[config.mk]
export PLATFORM = sky130hd
export DESIGN_NAME = packed_pixel_unpacker_top
export DESIGN_NICKNAME = d
export VERILOG_FILES = /design/src/design/ppu_pkg.sv /design/src/design/ppu_in_reg.sv /design/src/design/ppu_core.sv /design/src/design/ppu_out_reg.sv /design/src/design/packed_pixel_unpacker_top.sv
export SDC_FILE = /design/constraint.sdc
export NUM_CORES = 1
export LEC_CHECK = 0
export BUFFER_PORTS_ARGS = -buffer_cell sky130_fd_sc_hd__buf_2
export CAP_MARGIN = 20
export CORE_ASPECT_RATIO = 1.75
export CORE_UTILIZATION = 40
export CTS_CLUSTER_SIZE = 28
export DETAILED_ROUTE_END_ITERATION = 16
export PLACE_DENSITY_LB_ADDON = 0.05
export SYNTH_ARGS = -nofsm -noshare
export SYNTH_HDL_FRONTEND = slang
export SYNTH_SLANG_ARGS = --single-unit
export TNS_END_PERCENT = 50
[constraint.sdc]
create_clock -name clock -period 4 [get_ports clock]
set_clock_uncertainty 0.05 [all_clocks]
set_input_delay 0.2 -clock clock [delete_from_list [all_inputs] [get_ports clock]]
set_output_delay 0.2 -clock clock [all_outputs]
set_load 0.1 [all_outputs]
[src/design/ppu_pkg.sv]
package ppu_pkg;

   typedef enum logic [1:0] {
      FMT_RGB888   = 2'd0,
      FMT_ARGB8888 = 2'd1,
      FMT_RGB444   = 2'd2,
      FMT_ARGB4444 = 2'd3
   } pixel_format_type;

   localparam int unsigned ACC_BITS  = 24;
   localparam int unsigned HELD_BITS = 5;

   typedef struct packed {
      logic [7:0] data_byte;
      logic       end_of_image;
   } req_type;

   typedef struct packed {
      logic [7:0] red;
      logic [7:0] green;
      logic [7:0] blue;
      logic [7:0] alpha;
      logic       last_pixel;
   } rsp_type;

   // Handshake between the pixel core and the result register.
   typedef struct packed {
      logic result_valid;
      logic out_free;
   } core_ctl_type;

   // A 4-bit channel times 17 is the nibble repeated.
   function automatic logic [7:0] widen4(input logic [3:0] c);
      widen4 = {c, c};
   endfunction

endpackage

[src/design/ppu_in_reg.sv]
module ppu_in_reg (
   input  logic             clock,
   input  logic             reset,
   input  logic             req_valid,
   output logic             req_ready,
   input  ppu_pkg::req_type req_data,
   input  logic             consume,
   output logic             item_valid,
   output ppu_pkg::req_type item_data
);
   import ppu_pkg::*;

   logic    valid_ff;
   logic    valid_in;
   req_type data_ff;

   assign req_ready  = !valid_ff || consume;
   assign valid_in   = req_valid || (valid_ff && !consume);
   assign item_valid = valid_ff;
   assign item_data  = data_ff;

   always_ff @(posedge clock) begin
      if (reset) begin
         valid_ff <= 1'b0;
      end else begin
         valid_ff <= valid_in;
      end
   end

   always_ff @(posedge clock) begin
      if (req_valid && req_ready) begin
         data_ff <= req_data;
      end
   end

endmodule

[src/design/ppu_core.sv]
module ppu_core (
   input  logic                      clock,
   input  logic                      reset,
   input  ppu_pkg::pixel_format_type pixel_format,
   input  logic                      item_valid,
   input  ppu_pkg::req_type          item_data,
   output logic                      consume,
   output ppu_pkg::core_ctl_type     ctl,
   input  logic                      out_free,
   output ppu_pkg::rsp_type          result
);
   import ppu_pkg::*;

   logic [ACC_BITS-1:0]  acc_ff;
   logic [ACC_BITS-1:0]  acc_in;
   logic [HELD_BITS-1:0] held_ff;
   logic [HELD_BITS-1:0] held_in;
   logic [HELD_BITS-1:0] held;
   logic [31:0]          v;
   logic [5:0]           total;
   logic [5:0]           size;
   logic                 complete;

   // A word format can leave more than 24 bits counted after a format change;
   // only 24 of them are actually kept.
   assign held  = (held_ff > HELD_BITS'(ACC_BITS)) ? HELD_BITS'(ACC_BITS) : held_ff;
   assign v     = {8'd0, acc_ff} | ({24'd0, item_data.data_byte} << held);
   assign total = {1'b0, held} + 6'd8;

   always_comb begin
      unique case (pixel_format)
         FMT_RGB444:   size = 6'd12;
         FMT_ARGB4444: size = 6'd16;
         default:      size = 6'd32;
      endcase
   end

   assign complete = (total >= size);
   assign consume  = item_valid && (!complete || out_free);
   assign ctl.result_valid = item_valid && complete && out_free;
   assign ctl.out_free     = out_free;

   always_comb begin
      acc_in  = acc_ff;
      held_in = held_ff;
      if (item_data.end_of_image) begin
         acc_in  = '0;
         held_in = '0;
      end else if (!complete) begin
         acc_in  = v[ACC_BITS-1:0];
         held_in = total[HELD_BITS-1:0];
      end else begin
         unique case (pixel_format)
            FMT_RGB444: begin
               acc_in  = {4'd0, v[31:12]};
               held_in = HELD_BITS'(total - 6'd12);
            end
            FMT_ARGB4444: begin
               acc_in  = {8'd0, v[31:16]};
               held_in = HELD_BITS'(total - 6'd16);
            end
            default: begin
               acc_in  = '0;
               held_in = '0;
            end
         endcase
      end
   end

   always_ff @(posedge clock) begin
      if (reset) begin
         acc_ff  <= '0;
         held_ff <= '0;
      end else if (consume) begin
         acc_ff  <= acc_in;
         held_ff <= held_in;
      end
   end

   always_comb begin
      result.last_pixel = item_data.end_of_image;
      unique case (pixel_format)
         FMT_RGB888: begin
            result.red   = v[23:16];
            result.green = v[15:8];
            result.blue  = v[7:0];
            result.alpha = 8'hFF;
         end
         FMT_ARGB8888: begin
            result.red   = v[23:16];
            result.green = v[15:8];
            result.blue  = v[7:0];
            result.alpha = v[31:24];
         end
         FMT_RGB444: begin
            result.red   = widen4(v[11:8]);
            result.green = widen4(v[7:4]);
            result.blue  = widen4(v[3:0]);
            result.alpha = 8'hFF;
         end
         default: begin
            result.red   = widen4(v[11:8]);
            result.green = widen4(v[7:4]);
            result.blue  = widen4(v[3:0]);
            result.alpha = widen4(v[15:12]);
         end
      endcase
   end

endmodule

[src/design/ppu_out_reg.sv]
module ppu_out_reg (
   input  logic                  clock,
   input  logic                  reset,
   input  ppu_pkg::core_ctl_type ctl,
   input  ppu_pkg::rsp_type      result,
   output logic                  out_free,
   output logic                  rsp_valid,
   input  logic                  rsp_ready,
   output ppu_pkg::rsp_type      rsp_data
);
   import ppu_pkg::*;

   logic    valid_ff;
   logic    valid_in;
   rsp_type data_ff;

   assign out_free  = !valid_ff || rsp_ready;
   assign valid_in  = ctl.result_valid || (valid_ff && !rsp_ready);
   assign rsp_valid = valid_ff;
   assign rsp_data  = data_ff;

   always_ff @(posedge clock) begin
      if (reset) begin
         valid_ff <= 1'b0;
      end else begin
         valid_ff <= valid_in;
      end
   end

   always_ff @(posedge clock) begin
      if (ctl.result_valid && ctl.out_free) begin
         data_ff <= result;
      end
   end

endmodule

[src/design/packed_pixel_unpacker_top.sv]
// Packed pixel unpacker: takes image bytes on the req_ channel and returns
// RGBA8888 pixels on the rsp_ channel, one each time a packed pixel of the
// selected format is complete (4 bytes for the 32-bit word formats, 2 bytes
// for ARGB4444, 1.5 bytes on average for packed RGB444).
// csr_write_enable writes the 2-bit pixel format; write it only while no
// transaction is in flight. A byte flagged end_of_image closes the image:
// its pixel, if it completes one, carries last_pixel, and any partial pixel
// is dropped so the next image starts aligned.
// A byte is held in the input register, where the accumulator and the
// channel widening are applied, and its pixel is then held in the result
// register. One byte is taken every cycle while req_ready is high; the
// accumulator update is the only loop.
// Reset clears the valid flags of both registers, the accumulator and the
// held bits, and selects RGB888. When the receiver stalls, the pixel waits
// in the result register while bytes that complete no pixel keep flowing; a
// byte that completes a pixel waits in the input register and req_ready drops until the result is taken.
module packed_pixel_unpacker_top (
   input  logic             clock,
   input  logic             reset,
   input  logic             req_valid,
   output logic             req_ready,
   input  ppu_pkg::req_type req_data,
   output logic             rsp_valid,
   input  logic             rsp_ready,
   output ppu_pkg::rsp_type rsp_data,
   input  logic             csr_write_enable,
   input  logic [1:0]       csr_write_data
);
   import ppu_pkg::*;

   pixel_format_type pixel_format_ff;
   logic             item_valid;
   req_type          item_data;
   logic             consume;
   logic             out_free;
   core_ctl_type     ctl;
   rsp_type          result;

   always_ff @(posedge clock) begin
      if (reset) begin
         pixel_format_ff <= FMT_RGB888;
      end else if (csr_write_enable) begin
         pixel_format_ff <= pixel_format_type'(csr_write_data);
      end
   end

   ppu_in_reg u_in_reg (
      .clock      (clock),
      .reset      (reset),
      .req_valid  (req_valid),
      .req_ready  (req_ready),
      .req_data   (req_data),
      .consume    (consume),
      .item_valid (item_valid),
      .item_data  (item_data)
   );

   ppu_core u_core (
      .clock        (clock),
      .reset        (reset),
      .pixel_format (pixel_format_ff),
      .item_valid   (item_valid),
      .item_data    (item_data),
      .consume      (consume),
      .ctl          (ctl),
      .out_free     (out_free),
      .result       (result)
   );

   ppu_out_reg u_out_reg (
      .clock     (clock),
      .reset     (reset),
      .ctl       (ctl),
      .result    (result),
      .out_free  (out_free),
      .rsp_valid (rsp_valid),
      .rsp_ready (rsp_ready),
      .rsp_data  (rsp_data)
   );

endmodule
## Word level (Yosys, flattened, before mapping)

Cells that the tools add are included.

| word-level totals | value |
|---|---|
| flip-flop bits (word level) | 75 |
| input port bits | 16 |
| output and inout port bits | 35 |
| word-level logic and storage cells | 49 |

| operators by class | value |
|---|---|
| $add $sub $neg | 3 |
| order comparisons | 2 |
| eq/ne operators | 3 |
| shifts and indexed selects | 1 |
| multiplexer cells | 9 |
| bitwise gates (word level) | 1 |
| reduce and logical (&&, ||, !) cells | 18 |

Operators with widths:

| kind | number |
|---|---|
| $pmux 32 s3 | 1 |
| $mux 24 | 2 |
| $pmux 20 s2 | 1 |
| $or 24x32->32 | 1 |
| $shl 8x5->32 | 1 |
| $mux 5 | 3 |
| $pmux 6 s2 | 1 |
| $pmux 5 s2 | 1 |
| $logic_and 1x1->1 | 7 |
| $add 5x4->6 const B | 1 |
| $ge 6x6->1 | 1 |
| $gt 5x5->1 const B | 1 |
| $logic_not 1->1 | 5 |
| $logic_or 1x1->1 | 5 |
| $sub 5x4->5 const B | 1 |
| $sub 5x5->5 const B | 1 |
| $eq 2x2->1 const B | 2 |
| $eq 2x1->1 const B | 1 |
| $logic_not 2->1 | 1 |

## Depth between registers and ports, before layout

Gate-level depths: netlist of run 1.

| depth | value |
|---|---|
| depth after elaboration | 10 |
| gate-level depth with buffers | 14 |
| gate-level depth less buffers | 10 |

## Cells and area by module

A second synthesis of run 1 with hierarchy kept.

| unflattened totals | value |
|---|---|
| cells, all modules | 496 |
| area, all modules | 4,619.4 sq um |

Modules (own cells, without submodules):

| module | instances | cells each | area an instance (sq um) | sequential area each (sq um) |
|---|---|---|---|---|
| ppu_core | 1 | 438 | 3,183.1 | 580.6 |
| ppu_out_reg | 1 | 38 | 1,043.5 | 1,011.0 |
| ppu_in_reg | 1 | 14 | 325.3 | 290.3 |
| packed_pixel_unpacker_top | 1 | 6 | 67.6 | 40.0 |

## Least setup slack after synthesis of run 1

Ideal clock, no wire load.

| timing | value |
|---|---|
| path type | flip-flop to flip-flop |
| start | register u_core.held_ff[4] |
| end | register u_core.acc_ff[15] |
| library setup time | 125 ps |
| arrival | 3,953 ps |
| required time | 3,825 ps |
| slack | -128 ps |
| cell stages (with the launch flop) | 14 |
| buffers on the path | 3 |
| clock period less this slack | 4,128 ps |
| cell sequence | dfxtp_1 -> ha_1 -> buf_6 -> or2_1 -> buf_4 -> inv_2 -> ha_1 -> nor2b_1 -> o21ai_1 -> and3_1 -> clkbuf_1 -> nor2_1 -> o311a_1 -> nor3b_1 |

| between the ends | value |
|---|---|
| cells in the longest elaborated chain, start to end | 7 |
| elaborated cells on any way between the ends | 12 |
| those cells by class | add/sub: 1; order compare: 2; shift: 1; mux: 4; bitwise: 1; reduce/logical: 3 |

Ends and longest elaborated chain:

| item | line | text |
|---|---|---|
| from (decl) | ppu_core.sv:16 | `logic [HELD_BITS-1:0] held_ff;` |
| from (signal assigned) | ppu_core.sv:76 | `held_ff <= held_in;` |
| $gt 5x5->1 | ppu_core.sv:26 | `assign held = (held_ff > HELD_BITS'(ACC_BITS)) ? HELD_BITS'(ACC_BITS) : held_ff;` |
| $mux 5 (*) | ppu_core.sv:26 |  |
| $add 5x4->6 or $shl 8x5->32 (tied branches) | ppu_core.sv:28, ppu_core.sv:27 |  |
| $ge 6x6->1 or $or 24x32->32 (tied branches) | ppu_core.sv:38, ppu_core.sv:27 |  |
| $logic_not 1->1 or $pmux 20 s2 (tied branches) | ppu_core.sv:39, ppu_core.sv:53 |  |
| $logic_or 1x1->1 or $mux 24 (tied branches) | ppu_core.sv:39, ppu_core.sv:49 |  |
| $logic_and 1x1->1 or $mux 24 (tied branches) | ppu_core.sv:39, ppu_core.sv:46 |  |
| to (signal assigned) | ppu_core.sv:75 | `acc_ff <= acc_in;` |
| to (decl) | ppu_core.sv:14 | `logic [ACC_BITS-1:0] acc_ff;` |

Mark *: on every way between the ends. The rest lies on a longest branch, timed or not.
A chain may end at the register's enable or synchronous reset.

## Final worst setup path of run 1

| timing | value |
|---|---|
| start | register u_core.held_ff[3] |
| end | register u_core.acc_ff[2] |

Same word-level chain as after synthesis.

==> impl_metrics.env, run 1 <==
export IMPL_clock_latency_ps=350
export IMPL_final_common_cell="nand2_1"
export IMPL_slowest_stage="dfxtp_1"
export IMPL_mostFrequentLayoutCells="53 x nand2_1, 49 x buf_2, 42 x edfxtp_1, 39 x a21oi_1, 38 x nor2_1"
export IMPL_syn_nets=512
export IMPL_post_place_ws_ps=438
export IMPL_ir_worst_vdd_mv=0.339
export IMPL_h_tree_depth=3
export IMPL_dieWidth_um=82.2
export IMPL_hold_viol_final=0
export IMPL_fin_util_pct=49.2
export IMPL_final_max_slew_viol_count=0
export IMPL_cpMostUsedCell="ha_1"
export IMPL_dieHeight_um=142
export IMPL_cts_setup_buffers=0
export IMPL_hold_class="input port to flip-flop"
export IMPL_clkTransAtPathRegs_ps=70
export IMPL_p_leak_nw=1.96
export IMPL_grt_ovfl_total=0
export IMPL_rsz0062_at_grt="false"
export IMPL_grt_first_pass_wirelength_um=23300
export IMPL_crit_type="flip-flop to flip-flop"
export IMPL_fmax_ghz=0.273
export IMPL_ys_ff_latch=75
export IMPL_synth_edf_count=42
export IMPL_antenna_found_initial=0
export IMPL_vias=4238
export IMPL_synth_flop_cell="edfxtp_1"
export IMPL_syn_area_um2=4510
export IMPL_ant_nets=0
export IMPL_synth_top_family_by_area="compound AO/OA/AOI/OAI gates"
export IMPL_start_util_pct=41.6
export IMPL_ys_seq_area_share_pct=42.6
export IMPL_wire_per_inst_um=22.0
export IMPL_gp_congestion=0.924
export IMPL_cts_tree="yes"
export IMPL_hpwl_um=11200
export IMPL_critPathRequiredTime_ps=4220
export IMPL_finalSetupTns_ps=0
export IMPL_grt_max_degree=36
export IMPL_cts_inserted_buffers=9
export IMPL_vias_per_cell=6.22
export IMPL_synthAdderAreaFrac_pct=1.67
export IMPL_design_final_nets=568
export IMPL_slew_headroom_pct=38.3
export IMPL_grt_pass1_vias=4121
export IMPL_tightestPinTransition_ps=918
export IMPL_cts_root_buf="clkbuf_16"
export IMPL_slowest_delay_ps=640
export IMPL_synth_simple_gate_area_share_pct=19.4
export IMPL_core_area_um2=10800
export IMPL_period_minus_slack_ps=3660
export IMPL_drc=0
export IMPL_final_setup_worst_slack_ps=338
export IMPL_end_kind="flip-flop"
export IMPL_cp_arrival_ps=3880
export IMPL_firstDrtPassIters=7
export IMPL_synthXorXnorAreaFrac_pct=0.194
export IMPL_critical_path_max_fanout=22
export IMPL_synthArstFlopShare_pct=0
export IMPL_syn_inst=490
export IMPL_setup_viol=0
export IMPL_start_kind="flip-flop"
export IMPL_ioPinCount=51
export IMPL_clock_sinks=75
export IMPL_drive_gt1_share_pct=19.8
export IMPL_muxShareOfSynthArea_pct=3.83
export IMPL_totalWireLength_um=15000
export IMPL_yosys_warnings=0
export IMPL_synth_distinct_cells=78
export IMPL_globalRouteTotalUtil_pct=27.5
export IMPL_powerDensity_nw_per_um2=394
export IMPL_antennaDiodeCount=0
export IMPL_finalCritPeriodShare_pct=91.5
export IMPL_syn_avg_cell_area_um2=9.20
export IMPL_drt_iter0_drc=362
export IMPL_io_buffers=50
export IMPL_fin_area_um2=5330
export IMPL_synth_compound_area_share_pct=27.3
export IMPL_fp_dieArea_um2=11700
export IMPL_drv_cap=0
export IMPL_area_growth_pct=18.2
export IMPL_dpl_instance_area_um2=4900
export IMPL_outcome="complete, no violations"
export IMPL_finalPower_w=0.00210
export IMPL_clockBufferDepth=2
export IMPL_path_cells="ha_1 -> buf_4 -> and2b_2 -> inv_2 -> ha_1 -> nor2b_1 -> o21ai_1 -> and3_1 -> and2_0 -> a22oi_1 -> o22ai_1"
export IMPL_row_count=50
metal layers:
| layer | wire length, µm | vias to the layer above | track usage, % |
|---|---|---|---|
| li1 | - | 1979 | - |
| met1 | 5710 | 1988 | 32.0 |
| met2 | 7640 | 218 | 46.5 |
| met3 | 831 | 53 | 5.26 |
| met4 | 806 | 0 | 14.2 |
| met5 | 0 | - | 0 |
through the flow:
step                std cells  hold WS (ps)
global route              681          61.3
CTS                       681          44.3
finish                    681          45.2
detailed placement        656           329
global placement          656           328
floorplan                 490           249
logic make-up after synthesis:
logic type | after synthesis
AOI/OAI and AO/OA | 172
xor gates and xnor gates | 1
adders and majority gates | 6
buffers and inverters | 47
DFF | 75
muxes | 16
and+or+nand+nor | 173
flip-flops by register name (all words and copies together), names as in the netlist:
name,cells
u_out_reg.rsp_data,33
u_core.acc_ff,24
u_in_reg.item_data,9
u_core.held_ff,5
pixel_format_ff,2
u_in_reg.item_valid,1
u_out_reg.rsp_valid,1
layout make-up:
type                            count  area (µm²)
Multi-Input combinational cell    368        2360
Clock buffer                       10         229
Fill cell                        1041        5500
Clock inverter                      6         113
Tap cell                          130         163
Timing Repair Buffer               75         475
Inverter                           17        63.8
Sequential cell                    75        1920
what timing repair did:
item	CTS	global route
hold endpoints to repair	9	0
gates resized for setup	0	0
hold buffers	9	0
cells in the mapped netlist (all sizes together), types with 4 or more instances:
cell,count,area share [%]
nand4,4,0.56
a211oi,10,1.8
a21oi,42,4.9
nand3,14,1.6
nor2b,7,0.97
or2,4,0.56
o211ai,6,1.0
nor3b,7,1.5
ha,6,1.7
nor2,39,3.2
inv,15,1.2
o21ai,25,2.8
and2,7,0.97
o22ai,8,1.2
edfxtp,42,28
a221oi,4,1.4
nor3,13,1.6
o221ai,4,0.78
nand2,54,4.7
nand2b,7,0.97
and3,6,0.94
o21a,6,1.0
a31oi,13,1.8
nand3b,5,0.83
buf,17,2.5
clkbuf,13,1.1
a22oi,14,2.3
dfxtp,33,15
mux2i,15,3.3
critical path: cells and delay by family, from the launching register on:
family | cells | cell delay, ps
flip-flops | 1 | 640
adder cells (fa/ha/maj) | 2 | 420
AND/OR/NAND/NOR | 4 | 1510
buffers and inverters | 2 | 330
AO/OA/AOI/OAI | 3 | 630
worst paths after layout:
check	startpoint	to	slack, ps	cells past startpoint
setup / recovery	u_core.held_ff[3]	u_core.acc_ff[2]	340	11
hold / removal	csr_write_data[1]	pixel_format_ff[1]	50	3
setup reg to reg	u_core.held_ff[3]	u_core.acc_ff[2]	340	11
hold reg to reg	u_core.acc_ff[18]	u_core.acc_ff[18]	390	2
power by group:
group          switching, W  internal (W)  leakage (nW)  total, W
logic              0.000202     0.0000839          1.14  0.000286
registers         0.0000233      0.000842         0.652  0.000865
clock network      0.000337      0.000612         0.167  0.000949
No activity file was read; power rests on OpenSTA's default activity.
==> run 2: changes to the inputs <==
CORE_UTILIZATION = 53   (was 40)
==> impl_metrics.env, run 2 (same netlist as run 1, synthesis figures left out) <==
export IMPL_start_kind="flip-flop"
export IMPL_vias=4273
export IMPL_period_minus_slack_ps=3390
export IMPL_core_area_um2=8260
export IMPL_row_count=44
export IMPL_ctsResizeCount=0
export IMPL_start_util_pct=54.6
export IMPL_slowest_stage="dfxtp_1"
export IMPL_cts_inserted_buffers=9
export IMPL_area_growth_pct=15.0
export IMPL_critical_path_max_fanout=35
export IMPL_vias_per_cell=6.67
export IMPL_hpwl_um=10500
export IMPL_final_setup_worst_slack_ps=609
export IMPL_grt_first_pass_wirelength_um=21800
export IMPL_finalPower_w=0.00188
export IMPL_drv_cap=0
export IMPL_globalRouteTotalUtil_pct=33.6
export IMPL_outcome="complete, no violations"
export IMPL_drc=0
export IMPL_design_final_nets=566
export IMPL_fillCellCount=720
export IMPL_final_common_cell="nand2_1"
export IMPL_hold_viol_final=0
export IMPL_cts_root_buf="clkbuf_16"
export IMPL_hold_class="input port to flip-flop"
export IMPL_critPathRequiredTime_ps=4180
export IMPL_wire_per_inst_um=22.0
export IMPL_grt_ovfl_total=0
export IMPL_fmax_ghz=0.295
export IMPL_cts_tree="yes"
export IMPL_crit_buf_inv=3
export IMPL_drive_gt1_share_pct=18.9
export IMPL_finalSetupTns_ps=0
export IMPL_setup_viol=0
export IMPL_post_place_ws_ps=696
export IMPL_slew_headroom_pct=39.2
export IMPL_clkTransAtPathRegs_ps=60
export IMPL_rsz0062_at_grt="false"
export IMPL_largest_reg_flops=33
export IMPL_slowest_delay_ps=620
export IMPL_tightestPinTransition_ps=904
export IMPL_wl_met2_um=6890
export IMPL_timing_hold_ws_ps=52.9
export IMPL_clock_sinks=75
export IMPL_gp_congestion=1.01
export IMPL_grt_pass1_vias=3948
export IMPL_path_cells="ha_1 -> or2_1 -> inv_2 -> ha_1 -> nor2b_1 -> o21ai_1 -> and3_1 -> buf_4 -> nor2_2 -> buf_4 -> a211oi_1 -> nor3b_1"
export IMPL_end_kind="flip-flop"
export IMPL_ioPinCount=51
export IMPL_totalWireLength_um=14100
export IMPL_io_buffers=50
export IMPL_cp_top_family="simple AND/OR/NAND/NOR gates"
export IMPL_switching_share_pct=28.5
export IMPL_power_frac_comb_pct=15.1
export IMPL_antenna_found_initial=0
export IMPL_drt_iter0_drc=409
export IMPL_clock_latency_ps=340
export IMPL_p_leak_nw=1.91
export IMPL_wl_met3_um=949
export IMPL_intPower_w=0.00134
export IMPL_ant_nets=0
export IMPL_final_max_slew_viol_count=0
export IMPL_grt_max_degree=36
export IMPL_drt_met1_wl_um=5230
export IMPL_dieWidth_um=71.7
export IMPL_routed_top_layer="met4"
export IMPL_fp_dieArea_um2=8890
export IMPL_powerDensity_nw_per_um2=363
export IMPL_mostFrequentLayoutCells="53 x nand2_1, 49 x buf_2, 42 x edfxtp_1, 39 x a21oi_1, 38 x nor2_1"
export IMPL_h_tree_depth=3
export IMPL_clockBufferDepth=2
export IMPL_cts_setup_buffers=0
export IMPL_ir_worst_vdd_mv=0.216
export IMPL_finalCritPeriodShare_pct=84.8
export IMPL_antennaDiodeCount=0
export IMPL_power_frac_seq_pct=46.2
export IMPL_crit_type="flip-flop to flip-flop"
export IMPL_firstDrtPassIters=5
export IMPL_ctsHoldBuffers=9
export IMPL_cp_arrival_ps=3570
export IMPL_clock_power_share_pct=38.7
export IMPL_dieHeight_um=124
export IMPL_power_switching_w=0.000535
[run 2: path summary, 6_finish.rpt]
path,slack (ps),cells past startpoint,end,startpoint
setup / recovery,610,12,u_core.acc_ff[15],u_core.held_ff[3]
hold / removal,50,3,pixel_format_ff[1],csr_write_data[1]
setup reg to reg,610,12,u_core.acc_ff[15],u_core.held_ff[3]
hold reg to reg,400,2,u_core.acc_ff[18],u_core.acc_ff[18]
[run 2: per-layer routing]
layer | track usage (%) | up-vias
met5 | 0 | -
met4 | 23.0 | 0
met3 | 6.31 | 70
met2 | 56.1 | 250
met1 | 38.7 | 1986
li1 | - | 1967
[run 2: worst min-delay path, stage by stage]
cell and delay (ps):
buf_2 80, mux2i_1 50, nor2_1 70
[run 2: power by group through the flow]
stage | Sequential [W] | Combinational [W] | Clock [W]
2_1_floorplan | 0.000922 | 0.000152 | 0
3_3_place_gp | 0.000884 | 0.000268 | 0
3_5_place_dp | 0.000884 | 0.000270 | 0
4_1_cts | 0.000868 | 0.000277 | 0.000732
5_1_grt | 0.000871 | 0.000301 | 0.000761
6_report | 0.000869 | 0.000283 | 0.000728
[run 2: through the flow]
stage,util (%),cell area [µm²],instances
final,62.8,5180,641
after global placement,58.5,4830,616
after detailed placement,58.5,4830,616
after global routing,62.8,5180,641
after floorplan,-,4510,490
after CTS,62.8,5180,641
[run 2: layout make-up]
cell class	count	area, µm²	area share, %
clock buffer	11	233	4.49
timing repair buffer	73	460	8.88
multi-input combinational	368	2360	45.6
clock inverter	5	28.8	0.555
tap	92	115	2.22
sequential	75	1920	37.1
inverter	17	63.8	1.23
==> run 3: changes to the inputs <==
CORE_UTILIZATION = 58   (was 53)
clock period = 3.4 ns   (was 4 ns; I/O delays follow)
==> impl_metrics.env, run 3 (same netlist as run 1, synthesis figures left out) <==
export IMPL_outcome="complete, no violations"
export IMPL_largest_reg_flops=33
export IMPL_globalRouteTotalUtil_pct=38.4
export IMPL_row_count=42
export IMPL_clock_power_share_pct=45.9
export IMPL_slowest_stage="nor2_4"
export IMPL_grt_ovfl_total=0
export IMPL_grt_max_degree=36
export IMPL_cts_root_buf="clkbuf_16"
export IMPL_rsz0062_at_grt="false"
export IMPL_vias_per_cell=6.82
export IMPL_intPower_w=0.00185
export IMPL_period_minus_slack_ps=3050
export IMPL_fmax_ghz=0.328
export IMPL_slowest_delay_ps=740
export IMPL_p_leak_nw=1.97
export IMPL_power_frac_seq_pct=40.5
export IMPL_power_frac_comb_pct=13.6
export IMPL_power_switching_w=0.000659
export IMPL_start_kind="flip-flop"
export IMPL_cts_inserted_buffers=9
export IMPL_min_delay_start="csr_write_data[1]"
export IMPL_totalWireLength_um=14300
export IMPL_drive_gt1_share_pct=20.7
export IMPL_ir_worst_vdd_mv=0.347
export IMPL_area_growth_pct=17.9
export IMPL_setup_viol=0
export IMPL_drt_iter0_drc=628
export IMPL_path_cells="ha_2 -> or2_1 -> inv_2 -> ha_1 -> nor2b_1 -> o21ai_1 -> and3_1 -> nor2_4 -> o311a_1 -> nor3b_1"
export IMPL_ant_nets=0
export IMPL_slew_headroom_pct=35.7
export IMPL_clkTransAtPathRegs_ps=60
export IMPL_drv_cap=0
export IMPL_cts_setup_buffers=0
export IMPL_firstDrtPassIters=8
export IMPL_dieHeight_um=119
export IMPL_r2r_slack_ps=350
export IMPL_min_to="pixel_format_ff[1]"
export IMPL_powerDensity_nw_per_um2=473
export IMPL_start_util_pct=59.6
export IMPL_finalSetupTns_ps=0
export IMPL_clock_sinks=75
export IMPL_critical_path_max_fanout=35
export IMPL_finalCritPeriodShare_pct=89.7
export IMPL_fp_dieArea_um2=8140
export IMPL_hold_class="input port to flip-flop"
export IMPL_worstRegToRegCells=10
export IMPL_dieWidth_um=68.6
export IMPL_tightestPinTransition_ps=963
export IMPL_design_final_nets=569
export IMPL_drc=0
export IMPL_end_kind="flip-flop"
export IMPL_final_common_cell="nand2_1"
export IMPL_h_tree_depth=3
export IMPL_r2r_start="u_core.held_ff[4]"
export IMPL_vias=4362
export IMPL_clockBufferDepth=2
export IMPL_grt_pass1_vias=4224
export IMPL_cp_top_family="simple AND/OR/NAND/NOR gates"
export IMPL_core_area_um2=7570
export IMPL_min_delay_path_depth=3
export IMPL_io_buffers=50
export IMPL_r2r_end="u_core.acc_ff[15]"
export IMPL_dp_cells=615
export IMPL_ioPinCount=51
export IMPL_cp_arrival_ps=3230
export IMPL_mostFrequentLayoutCells="53 x nand2_1, 49 x buf_2, 42 x edfxtp_1, 39 x a21oi_1, 37 x nor2_1"
export IMPL_antennaDiodeCount=0
export IMPL_switching_share_pct=26.2
export IMPL_wire_per_inst_um=22.3
export IMPL_critPathRequiredTime_ps=3580
export IMPL_final_max_slew_viol_count=0
export IMPL_grt_first_pass_wirelength_um=22400
export IMPL_clock_latency_ps=350
export IMPL_hpwl_um=10400
export IMPL_hold_viol_final=0
export IMPL_final_cells=640
export IMPL_crit_buf_inv=1
export IMPL_antenna_found_initial=0
export IMPL_gp_congestion=1.07
export IMPL_crit_type="flip-flop to flip-flop"
export IMPL_cts_tree="yes"
run 3: cell count changes in the layout (fill, tap and decap cells not counted), sizes merged:
| cell | delta |
|---|---|
| buf | +3 |
| clkinvlp | -1 |
| bufinv | +3 |
| clkinv | -2 |
run 3: final cells by class:
class,instances,area (µm²)
Clock buffer,11,253
Clock inverter,5,108
Fill cell,603,2250
Inverter,17,63.8
Multi-Input combinational cell,368,2370
Sequential cell,75,1920
Tap cell,88,110
Timing Repair Buffer,76,483
run 3: what timing repair did:
action                     4_1_cts  5_1_grt
hold buffers                     9        0
hold endpoints to repair         9        0
gates resized for setup          0        3
setup endpoints to repair        0        4
run 3: worst min-delay path, cell delays in order:
cell and delay, ps:
buf_2 80, mux2i_1 60, nor2_1 80
run 3: power groups by stage:
stage	logic, W	registers [W]	clock network (W)
2_1_floorplan	0.000180	0.00109	0
3_3_place_gp	0.000319	0.00103	0
3_5_place_dp	0.000324	0.00104	0
4_1_cts	0.000334	0.00102	0.00115
5_1_grt	0.000364	0.00102	0.00119
6_report	0.000343	0.00102	0.00115
run 3: worst max-delay path by stage:
stage	start	to	cells past startpoint
after floorplan	u_core.held_ff[4]	u_in_reg.item_valid	12
after global placement	u_core.held_ff[4]	u_core.acc_ff[15]	10
after detailed placement	u_core.held_ff[4]	u_core.acc_ff[15]	10
after CTS	u_core.held_ff[4]	u_core.acc_ff[15]	10
after global routing	u_core.held_ff[4]	u_core.acc_ff[15]	10
final	u_core.held_ff[4]	u_core.acc_ff[15]	10
run 3: metrics by stage:
stage | util, % | cell area, µm² | setup WS [ps] | hold WS (ps) | power [W]
after CTS | 70.1 | 5310 | 181 | 20.3 | 0.00250
after detailed placement | 64.2 | 4860 | 174 | 298 | 0.00136
after global placement | 64.2 | 4860 | 370 | 297 | 0.00135
final | 70.2 | 5310 | 350 | 19.3 | 0.00251
after floorplan | - | 4510 | 4.26 | 219 | 0.00127
after global routing | 70.2 | 5310 | 116 | 26.1 | 0.00257
run 3: per-layer routing:
metal	share of wire [%]	vias to the layer above	track usage, %
met5	0	-	0
met1	36	2043	45.0
met4	6.7	0	29.7
li1	-	1976	-
met2	49	271	59.1
met3	7.7	72	6.76
